`src/rinse_aid_dose_sequencer_macros.svh`:
```
// Assertion macros shared by the sequencer RTL.
`ifndef RINSE_AID_DOSE_SEQUENCER_MACROS_SVH
`define RINSE_AID_DOSE_SEQUENCER_MACROS_SVH

// Same-cycle implication, disabled while in reset.
`define RADS_ASSERT_NOW(label, clk, rst, ante, cons) \
   label: assert property (@(posedge clk) disable iff (rst) (ante) |-> (cons)) \
      else $error("rads: same-cycle check failed");

// Next-cycle implication, disabled while in reset.
`define RADS_ASSERT_NEXT(label, clk, rst, ante, cons) \
   label: assert property (@(posedge clk) disable iff (rst) (ante) |=> (cons)) \
      else $error("rads: next-cycle check failed");

`endif

```
`src/rads_pkg.sv`:
```
package rads_pkg;

   // Sequence phases; codes above PH_ERROR are unused and fall back to init
   typedef enum logic [3:0] {
      PH_INIT    = 4'd0,
      PH_T1      = 4'd1,
      PH_WAIT_D1 = 4'd2,
      PH_D1      = 4'd3,
      PH_WAIT_D2 = 4'd4,
      PH_D2      = 4'd5,
      PH_WAIT_T2 = 4'd6,
      PH_T2      = 4'd7,
      PH_END     = 4'd8,
      PH_ERROR   = 4'd9
   } phase_type;

   // Dosing options
   localparam logic [2:0] OPT_PLAIN     = 3'd0;
   localparam logic [2:0] OPT_TURB      = 3'd1;
   localparam logic [2:0] OPT_REG       = 3'd2;
   localparam logic [2:0] OPT_REG_TURB  = 3'd3;

   // Control register indexes
   localparam int unsigned CsrIdxW = 3;
   localparam logic [CsrIdxW-1:0] CSR_DOSE_TIME       = 3'd0;
   localparam logic [CsrIdxW-1:0] CSR_SECOND_DOSE     = 3'd1;
   localparam logic [CsrIdxW-1:0] CSR_READ_TO_DOSE    = 3'd2;
   localparam logic [CsrIdxW-1:0] CSR_DOSE_GAP        = 3'd3;
   localparam logic [CsrIdxW-1:0] CSR_DOSE_TO_READ    = 3'd4;
   localparam logic [CsrIdxW-1:0] CSR_TURB_DELTA      = 3'd5;

   localparam int unsigned CsrDataW = 16;
   localparam logic [15:0] TimeReset  = 16'd10;
   localparam logic [6:0]  DeltaReset = 7'd5;
   localparam logic [7:0]  FullScale  = 8'd100;
   localparam logic [3:0]  DoseCountMax = 4'd15;

   localparam int unsigned ReqDataW = 32;
   localparam int unsigned RspDataW = 8;

   typedef struct packed {
      logic [15:0] dose_time;
      logic [15:0] second_dose_time;
      logic [15:0] read_to_dose_delay;
      logic [15:0] dose_gap_delay;
      logic [15:0] dose_to_read_delay;
      logic [6:0]  turbidity_delta;
   } cfg_type;

   typedef struct packed {
      phase_type   phase;
      logic [15:0] countdown;
      logic        counting;
      logic [7:0]  seen_read_id;
      logic        read_pending;
      logic [3:0]  dose_count;
      logic [6:0]  first_turbidity;
   } state_type;

   typedef struct packed {
      logic       restart;
      logic       door_wait;
      logic [2:0] option;
      logic       load_ok;
      logic       table_long;
      logic [3:0] dose_level;
      logic       sensor_valid;
      logic [7:0] read_id;
      logic [6:0] turbidity;
      logic       level_switch_set;
   } item_type;

   typedef struct packed {
      logic done_res;
      logic dispenser_on;
      logic read_enable;
      logic read_disable;
      logic verdict_valid;
      logic aid_missing;
   } result_type;

endpackage

```
`src/rads_csr.sv`:
```
module rads_csr (
   input  logic                                clock,
   input  logic                                reset,
   input  logic                                csr_wr_en,
   input  logic [rads_pkg::CsrIdxW-1:0]        csr_index,
   input  logic [rads_pkg::CsrDataW-1:0]       csr_wr_data,
   output rads_pkg::cfg_type                   cfg
);

   rads_pkg::cfg_type cfg_ff, cfg_in;

   // Register write decode; unknown indexes are dropped
   always_comb begin
      cfg_in = cfg_ff;
      if (csr_wr_en) begin
         unique case (csr_index)
            rads_pkg::CSR_DOSE_TIME:    cfg_in.dose_time          = csr_wr_data;
            rads_pkg::CSR_SECOND_DOSE:  cfg_in.second_dose_time   = csr_wr_data;
            rads_pkg::CSR_READ_TO_DOSE: cfg_in.read_to_dose_delay = csr_wr_data;
            rads_pkg::CSR_DOSE_GAP:     cfg_in.dose_gap_delay     = csr_wr_data;
            rads_pkg::CSR_DOSE_TO_READ: cfg_in.dose_to_read_delay = csr_wr_data;
            rads_pkg::CSR_TURB_DELTA:   cfg_in.turbidity_delta    = csr_wr_data[6:0];
            default: ;
         endcase
      end
   end

   always_ff @(posedge clock) begin
      if (reset) begin
         cfg_ff.dose_time          <= rads_pkg::TimeReset;
         cfg_ff.second_dose_time   <= rads_pkg::TimeReset;
         cfg_ff.read_to_dose_delay <= rads_pkg::TimeReset;
         cfg_ff.dose_gap_delay     <= rads_pkg::TimeReset;
         cfg_ff.dose_to_read_delay <= rads_pkg::TimeReset;
         cfg_ff.turbidity_delta    <= rads_pkg::DeltaReset;
      end else begin
         cfg_ff <= cfg_in;
      end
   end

   assign cfg = cfg_ff;

endmodule

```
`src/rads_step.sv`:
```
module rads_step (
   input  rads_pkg::cfg_type    cfg,
   input  rads_pkg::state_type  cur,
   input  rads_pkg::item_type   item,
   output rads_pkg::state_type  nxt,
   output rads_pkg::result_type res
);

   logic              run;
   logic [3:0]        dose_cnt_inc;
   logic signed [8:0] rise;
   logic [7:0]        first_plus_delta;
   logic              new_read;

   // Turbidity rise and headroom, evaluated against the stored first read
   assign rise = $signed({2'b00, item.turbidity}) - $signed({2'b00, cur.first_turbidity});
   assign first_plus_delta = {1'b0, cur.first_turbidity} + {1'b0, cfg.turbidity_delta};
   assign dose_cnt_inc = (cur.dose_count < rads_pkg::DoseCountMax) ?
                         cur.dose_count + 4'd1 : cur.dose_count;

   // A pending read re-arm captures the id first, so compare against the updated id
   assign new_read = item.sensor_valid &&
                     ((cur.read_pending ? item.read_id : cur.seen_read_id) != item.read_id);

   always_comb begin
      nxt = cur;
      res = '0;
      run = 1'b1;
      if (item.restart) begin
         nxt.phase = rads_pkg::PH_INIT;
      end else if (item.door_wait) begin
         nxt.counting = 1'b0;
         if (cur.phase == rads_pkg::PH_T1 || cur.phase == rads_pkg::PH_T2) begin
            nxt.read_pending = 1'b1;
         end
      end else begin
         // timer tick
         if (cur.counting && cur.countdown != 16'd0) begin
            nxt.countdown = cur.countdown - 16'd1;
         end
         if (cur.read_pending) begin
            nxt.seen_read_id = item.read_id;
            nxt.read_pending = 1'b0;
            res.read_enable  = 1'b1;
         end
         unique case (cur.phase)
            rads_pkg::PH_INIT: begin
               if (!item.load_ok) begin
                  nxt.phase = rads_pkg::PH_ERROR;
                  run = 1'b0;
               end else if (item.dose_level == 4'd0) begin
                  res.done_res = 1'b1;
                  run = 1'b0;
               end else begin
                  nxt.countdown = 16'd0;
                  priority if (item.option == rads_pkg::OPT_PLAIN) begin
                     nxt.phase = rads_pkg::PH_WAIT_D1;
                  end else if (item.option == rads_pkg::OPT_TURB ||
                               item.option == rads_pkg::OPT_REG_TURB) begin
                     if (!item.table_long) begin
                        nxt.phase = rads_pkg::PH_ERROR;
                        run = 1'b0;
                     end else begin
                        nxt.phase = rads_pkg::PH_T1;
                        nxt.read_pending = 1'b1;
                        nxt.dose_count = 4'd0;
                     end
                  end else if (item.option == rads_pkg::OPT_REG) begin
                     nxt.phase = rads_pkg::PH_WAIT_D1;
                     nxt.dose_count = 4'd0;
                  end else begin
                     nxt.phase = rads_pkg::PH_ERROR;
                  end
               end
            end
            rads_pkg::PH_T1: begin
               if (new_read) begin
                  nxt.seen_read_id    = item.read_id;
                  nxt.first_turbidity = item.turbidity;
                  nxt.phase           = rads_pkg::PH_WAIT_D1;
                  nxt.countdown       = cfg.read_to_dose_delay;
                  res.read_disable    = 1'b1;
               end
            end
            rads_pkg::PH_WAIT_D1: begin
               if (nxt.countdown == 16'd0) begin
                  nxt.phase     = rads_pkg::PH_D1;
                  nxt.countdown = cfg.dose_time;
               end
            end
            rads_pkg::PH_D1: begin
               if (nxt.countdown == 16'd0) begin
                  nxt.phase     = rads_pkg::PH_WAIT_D2;
                  nxt.countdown = cfg.dose_gap_delay;
               end else begin
                  res.dispenser_on = 1'b1;
               end
            end
            rads_pkg::PH_WAIT_D2: begin
               if (nxt.countdown == 16'd0) begin
                  if (item.option == rads_pkg::OPT_REG ||
                      item.option == rads_pkg::OPT_REG_TURB) begin
                     nxt.dose_count = dose_cnt_inc;
                     if (dose_cnt_inc >= item.dose_level) begin
                        nxt.phase = (item.option == rads_pkg::OPT_REG_TURB) ?
                                    rads_pkg::PH_WAIT_T2 : rads_pkg::PH_END;
                     end else begin
                        nxt.phase     = rads_pkg::PH_D1;
                        nxt.countdown = cfg.dose_time;
                     end
                  end else begin
                     nxt.phase     = rads_pkg::PH_D2;
                     nxt.countdown = cfg.second_dose_time;
                  end
               end
            end
            rads_pkg::PH_D2: begin
               if (nxt.countdown == 16'd0) begin
                  priority if (item.option == rads_pkg::OPT_PLAIN) begin
                     nxt.phase = rads_pkg::PH_END;
                  end else if (item.option == rads_pkg::OPT_TURB) begin
                     nxt.phase = rads_pkg::PH_WAIT_T2;
                  end else begin
                     nxt.phase = rads_pkg::PH_ERROR;
                  end
                  nxt.countdown = cfg.dose_to_read_delay;
               end else begin
                  res.dispenser_on = 1'b1;
               end
            end
            rads_pkg::PH_WAIT_T2: begin
               if (nxt.countdown == 16'd0) begin
                  nxt.phase        = rads_pkg::PH_T2;
                  nxt.read_pending = 1'b1;
               end
            end
            rads_pkg::PH_T2: begin
               if (new_read) begin
                  res.verdict_valid = 1'b1;
                  res.aid_missing   = !item.level_switch_set &&
                                      (rise <= $signed({2'b00, cfg.turbidity_delta})) &&
                                      (first_plus_delta < rads_pkg::FullScale);
                  nxt.phase        = rads_pkg::PH_END;
                  res.read_disable = 1'b1;
               end
            end
            rads_pkg::PH_END,
            rads_pkg::PH_ERROR: begin
               res.done_res = 1'b1;
            end
            default: begin
               nxt.phase = rads_pkg::PH_INIT;
            end
         endcase
         if (run) begin
            nxt.counting = 1'b1;
         end
      end
   end

endmodule

```
`src/rinse_aid_dose_sequencer.sv`:
```
// Rinse-aid dose sequencer.
// req_* carries one tick word per control step (tdata fields listed at the port).
// rsp_* returns exactly one result word per accepted tick, in order.
// csr_* writes the phase times and the turbidity delta; write only while idle.
// Each accepted tick is evaluated in the same cycle against the sequence state
// and the result lands in an output register, so rsp_tvalid rises in the cycle
// after the accept. Throughput is one word per cycle while the receiver keeps up;
// the state update and the result both come from one combinational step between
// the state registers and the output register.
// req_tready is high while the output register is empty or is being drained, so
// a stalled receiver holds one result and stops further ticks until it is taken.
// Reset (synchronous) returns the phase to init, clears the timer, read tracking
// and dose counter, empties the output register and restores register defaults
// (all times 10, delta 5).
`include "rinse_aid_dose_sequencer_macros.svh"

module rinse_aid_dose_sequencer (
   input  logic                                clock,
   input  logic                                reset,
   // restart, door_wait, option[2:0], load_ok, table_long, dose_level[3:0],
   // sensor_valid, read_id[7:0], turbidity[6:0], level_switch_set, zero pad
   input  logic [rads_pkg::ReqDataW-1:0]       req_tdata,
   input  logic                                req_tvalid,
   output logic                                req_tready,
   // done_res, dispenser_on, read_enable, read_disable, verdict_valid,
   // aid_missing, zero pad
   output logic [rads_pkg::RspDataW-1:0]       rsp_tdata,
   output logic                                rsp_tvalid,
   input  logic                                rsp_tready,
   input  logic                                csr_wr_en,
   input  logic [rads_pkg::CsrIdxW-1:0]        csr_index,
   input  logic [rads_pkg::CsrDataW-1:0]       csr_wr_data
);

   rads_pkg::cfg_type    cfg;
   rads_pkg::item_type   item;
   rads_pkg::state_type  state_ff, state_in;
   rads_pkg::result_type res_in;
   logic                 rsp_valid_ff, rsp_valid_in;
   logic [rads_pkg::RspDataW-1:0] rsp_data_ff, rsp_data_in;
   logic                 req_acc;

   rads_csr u_csr (
      .clock       (clock),
      .reset       (reset),
      .csr_wr_en   (csr_wr_en),
      .csr_index   (csr_index),
      .csr_wr_data (csr_wr_data),
      .cfg         (cfg)
   );

   // Unpack the tick word
   assign item.restart          = req_tdata[0];
   assign item.door_wait        = req_tdata[1];
   assign item.option           = req_tdata[4:2];
   assign item.load_ok          = req_tdata[5];
   assign item.table_long       = req_tdata[6];
   assign item.dose_level       = req_tdata[10:7];
   assign item.sensor_valid     = req_tdata[11];
   assign item.read_id          = req_tdata[19:12];
   assign item.turbidity        = req_tdata[26:20];
   assign item.level_switch_set = req_tdata[27];

   rads_step u_step (
      .cfg  (cfg),
      .cur  (state_ff),
      .item (item),
      .nxt  (state_in),
      .res  (res_in)
   );

   // Handshake: take a word whenever the output slot is free or draining
   assign req_tready = !rsp_valid_ff || rsp_tready;
   assign req_acc    = req_tvalid && req_tready;

   always_comb begin
      rsp_valid_in = rsp_valid_ff;
      rsp_data_in  = rsp_data_ff;
      if (req_acc) begin
         rsp_valid_in = 1'b1;
         rsp_data_in  = {2'b00, res_in.aid_missing, res_in.verdict_valid,
                         res_in.read_disable, res_in.read_enable,
                         res_in.dispenser_on, res_in.done_res};
      end else if (rsp_tready) begin
         rsp_valid_in = 1'b0;
      end
   end

   always_ff @(posedge clock) begin
      if (reset) begin
         state_ff.phase           <= rads_pkg::PH_INIT;
         state_ff.countdown       <= '0;
         state_ff.counting        <= 1'b0;
         state_ff.seen_read_id    <= '0;
         state_ff.read_pending    <= 1'b0;
         state_ff.dose_count      <= '0;
         state_ff.first_turbidity <= '0;
         rsp_valid_ff             <= 1'b0;
      end else begin
         if (req_acc) begin
            state_ff <= state_in;
         end
         rsp_valid_ff <= rsp_valid_in;
      end
   end

   // Result payload, no reset needed
   always_ff @(posedge clock) begin
      rsp_data_ff <= rsp_data_in;
   end

   assign rsp_tdata  = rsp_data_ff;
   assign rsp_tvalid = rsp_valid_ff;

   // Checks
   `RADS_ASSERT_NOW(a_no_take_when_full, clock, reset, rsp_valid_ff && !rsp_tready, !req_tready)
   `RADS_ASSERT_NEXT(a_restart_to_init, clock, reset, req_acc && item.restart, state_ff.phase == rads_pkg::PH_INIT)
   `RADS_ASSERT_NEXT(a_door_stops_timer, clock, reset, req_acc && !item.restart && item.door_wait, !state_ff.counting)
   `RADS_ASSERT_NOW(a_dispense_in_dose, clock, reset, req_acc && res_in.dispenser_on, state_ff.phase == rads_pkg::PH_D1 || state_ff.phase == rads_pkg::PH_D2)

endmodule

```
`config.mk`:
```
export PLATFORM = sky130hd
export DESIGN_NAME = rinse_aid_dose_sequencer
export DESIGN_NICKNAME = d
export VERILOG_FILES = /design/src/rads_pkg.sv /design/src/rads_csr.sv /design/src/rads_step.sv /design/src/rinse_aid_dose_sequencer.sv
export VERILOG_INCLUDE_DIRS = /design/src /design/src/src
export SDC_FILE = /design/constraint.sdc
export NUM_CORES = 1
export LEC_CHECK = 0
export ABC_AREA = 0
export BUFFER_PORTS_ARGS = -buffer_cell sky130_fd_sc_hd__buf_2
export CAP_MARGIN = 20
export CORE_MARGIN = 2
export CORE_UTILIZATION = 42
export CTS_CLUSTER_DIAMETER = 40
export DETAILED_ROUTE_END_ITERATION = 10
export PLACE_DENSITY = 0.57
export REMOVE_ABC_BUFFERS = 1
export SKIP_LAST_GASP = 1
export SYNTH_ARGS = -nofsm -noshare
export SYNTH_HDL_FRONTEND = slang
export SYNTH_SLANG_ARGS = --single-unit
```
`constraint.sdc`:
```
create_clock -name clock -period 7.3 [get_ports clock]
set_input_delay 2.19 -clock clock [delete_from_list [all_inputs] [get_ports clock]]
set_output_delay 2.19 -clock clock [all_outputs]
set_load 0.05 [all_outputs]
```
==> summary.md <==
| Metric | Value |
|---|---|
| Clock share of power | 45.3% |
| Drt via density | just under 6 |
| Port Buffers | 59 |
| CTS tree | yes |
| Gate power share | 12.4% |
| Total power | 1.84 mW |
| Gate Count Post-Synth | 988 |
| Final setup skew | ~0.0083 ns |
| Sequential share of the synthesized area | 36.3% |
| CTS Hold Bufs | 0 |
| Sw power | 494 µW |
| N_diodes | 0 |
| Placement Rows | 49 |
| Layout cells sized above 1 | 12.1% |
| Max-cap viol count | 0 |
| Commonest cells after routing, fill and taps aside | 242 x nand2_1, 129 x dfxtp_1, 124 x a21oi_1 |
| Sw frac | a little over a quarter |
| Post-synth ARST share | 0% |
| Clock transition at the registers of the reported paths | 0.06 ns |
| Routed WL | around 23000 µm |
| Synth Cell Area | 7620 µm² |
| Worst path cell trace | buf_2, nand2b_1, buf_2 |
| Final setup fails | 0 |
| RSZ-0062 raised after global routing | false |
| Flop pwr share | a little over two fifths |
| Fin crit period | 4.85 ns |
| CP top delay family | buffers and inverters |
| Leak pwr | 3.19 nW |
| Worst-Skew Late Latency | 0.43 ns |
| Vias in the first global route | 6783 |
| Avg Inst Size Synth | around 7.7 µm² |
| Total congestion overflow | 0 |
| Slew @ Worst Pin | 0.961 ns |
| Setup Fix Bufs, Post-CTS | 0 |
| Critical path class | in2out |
| I/O pins | 66 |
| Initial DRC count | 562 |
| Sequential cell area | 2760 µm² |
| Filler instances | around 1.8k |
| Setup TNS | 0 ns |
| Data arrival time of the worst path | 2.66 ns |
| CP startpoint kind | input port |
| Num CTS Buffers | 17 |
| Post-synth EDFFs | 6 |
| Pre-Repair DR Iteration Count | 6 |
| Netlist cell types | 74 |
| CP dominant cell by count | buf_2 |
| Power density over cell area | 213 nW/µm² |
| Layout area overhead | 12.9% |
| Width of the die | 139 µm |
| Total die area | 19200 µm² |
| First-pass GRT wire length | 36600 µm |
| Root Buffer | clkbuf_16 |
| Critical Path Sink Type | output port |
| Critical path's slowest cell | buf_2 |
| Final ANT Viol Nets | 0 |
| CTS resizes | 0 |
| Effective utilization at floorplan | 42.6% |
| Gr usage total | 23.7% |
| HP Class | reg2reg |
| Final Hold Fails | 0 |
| Die Y | 139 µm |
| Clock net sink count | 135 |
| Most common cell after layout, fill and taps aside | nand2_1 |
| Max FO, Critical Path | 3 |
| Worst VDD drop | 188 µV |
| Largest net degree at the start of global routing | 55 |
| WP buf/inv | 2 |
| Vias | roughly 7.3k |
| Yosys warns | 0 |
| Avg WL per Cell | 18.1 µm |
| Worst path required time | 5.11 ns |
| Worst slew margin | roughly 36% |
| Tcrit/Tclk final | 66.4% |
| H-tree lvl count | 4 |
| Initial antenna violation count | 1 |
| DRC | 0 |
| Core ar. | 17900 µm² |
| Max Fclk | 206 MHz |
| Final GP Congestion | 0.923 |
| Area of the multi-input gates | 4490 µm² |
| Clock Tree Buf Depth | 2 |
| Detailed placement HPWL | 15400 µm |
| Synth Register Bits | 135 |
| Largest stage delay, worst path | ~0.22 ns |
| Count of final max-slew check failures | 0 |
| Final net count | 1102 |
| Status | finished, final reports clean |
| Cell Int Power | 1.34 mW |
| Most used DFF post-synth | dfxtp_1 |
-- per-stage QoR --
stage                     utilization, %  instance area [µm²]  cells  hold slack, ns  setup slack (ns)
after floorplan                        -                 7360    929           0.430              1.69
after global placement              44.9                 8040   1228           0.442              2.45
after detailed placement            44.9                 8040   1228           0.447              2.46
after CTS                           48.0                 8600   1259           0.455              2.45
after global routing                48.0                 8600   1259           0.472              2.41
final                               48.0                 8600   1259           0.455              2.45
-- flip-flops by register name (all words and copies together), names as in the netlist --
name        count
rsp_tdata       6
state_ff       41
rsp_tvalid      1
u_csr.cfg      87
-- metal layers --
| metal | GRT usage (%) | share of wire, % | vias to the layer above |
|---|---|---|---|
| li1 | - | - | 3598 |
| met1 | 34.5 | 49 | 3406 |
| met2 | 34.5 | 42 | 235 |
| met3 | 5.08 | 6.6 | 41 |
| met4 | 8.35 | 2.4 | 2 |
| met5 | 0 | 0.057 | - |
-- area by class of cell --
class | count | area share (%)
Clock buffer | 22 | 5.28
Tap cell | 229 | 3.33
Multi-Input combinational cell | 762 | 52.2
Timing Repair Buffer | 70 | 4.42
Inverter | 32 | 1.40
Sequential cell | 135 | 32.1
Clock inverter | 9 | 1.21
-- power groups by stage --
stage	clock network [mW]	logic (mW)	registers, mW
2_1_floorplan	0	0.131	0.794
4_1_cts	0.847	0.226	0.776
3_3_place_gp	0	0.224	0.792
3_5_place_dp	0	0.224	0.792
5_1_grt	0.877	0.251	0.778
6_report	0.833	0.228	0.776
-- cell usage after synthesis (4+ instances only) --
library cell	number	area share, %
edfxtp_1	6	2.4
nand2b_1	13	1.1
a211oi_1	5	0.49
a31oi_1	7	0.57
a211o_1	4	0.46
nand2_1	242	12
o21ai_0	46	3.0
ha_1	27	4.4
a221oi_1	13	1.5
nor4_1	10	0.82
nand3_1	25	1.6
mux2i_1	19	2.5
a222oi_1	15	2.0
o221ai_1	7	0.80
inv_1	32	1.6
a31o_2	4	0.46
nand4_1	8	0.66
or3_1	5	0.41
clkbuf_1	48	2.4
nor2_1	41	2.0
buf_1	5	0.25
a21o_1	10	0.99
xnor2_1	19	2.2
o31a_1	4	0.46
and2_1	4	0.33
or2_2	5	0.41
dfxtp_1	129	34
nor2b_1	8	0.66
o2bb2ai_1	7	0.80
nor3_1	18	1.2
or4_1	6	0.59
a21oi_1	124	8.1
buf_6	4	0.59
-- final timing paths --
| path | endpoint | start | cells past startpoint | slack, ns |
|---|---|---|---|---|
| worst max-delay path | req_tready | rsp_tready | 3 | 2.45 |
| worst min register to register | u_csr.cfg[63] | u_csr.cfg[63] | 2 | 0.46 |
| worst min-delay path | u_csr.cfg[63] | u_csr.cfg[63] | 2 | 0.46 |
| worst max register to register | state_ff[24] | state_ff[32] | 7 | 3.87 |
-- logic make-up (layout without fill, tap and decap cells) --
family / count (synthesis) / after routing / share of synthesized area (%)
simple gates: 405 / 405 / 24.4
compound gates: 283 / 283 / 24.1
flops: 135 / 135 / 36.3
buf+inv: 92 / 133 / 5.04
fa+ha+maj: 28 / 28 / 4.70
xor+xnor: 22 / 22 / 2.53
mux: 22 / 22 / 2.94
other cells: 1 / 2 / 0.0492
-- tightest hold or removal path, cell delays in order (launching register included) --
cell and delay, ns:
dfxtp_1 0.31, nand2_1 0.05, a21oi_1 0.05
No activity file was read; power rests on OpenSTA's default activity.
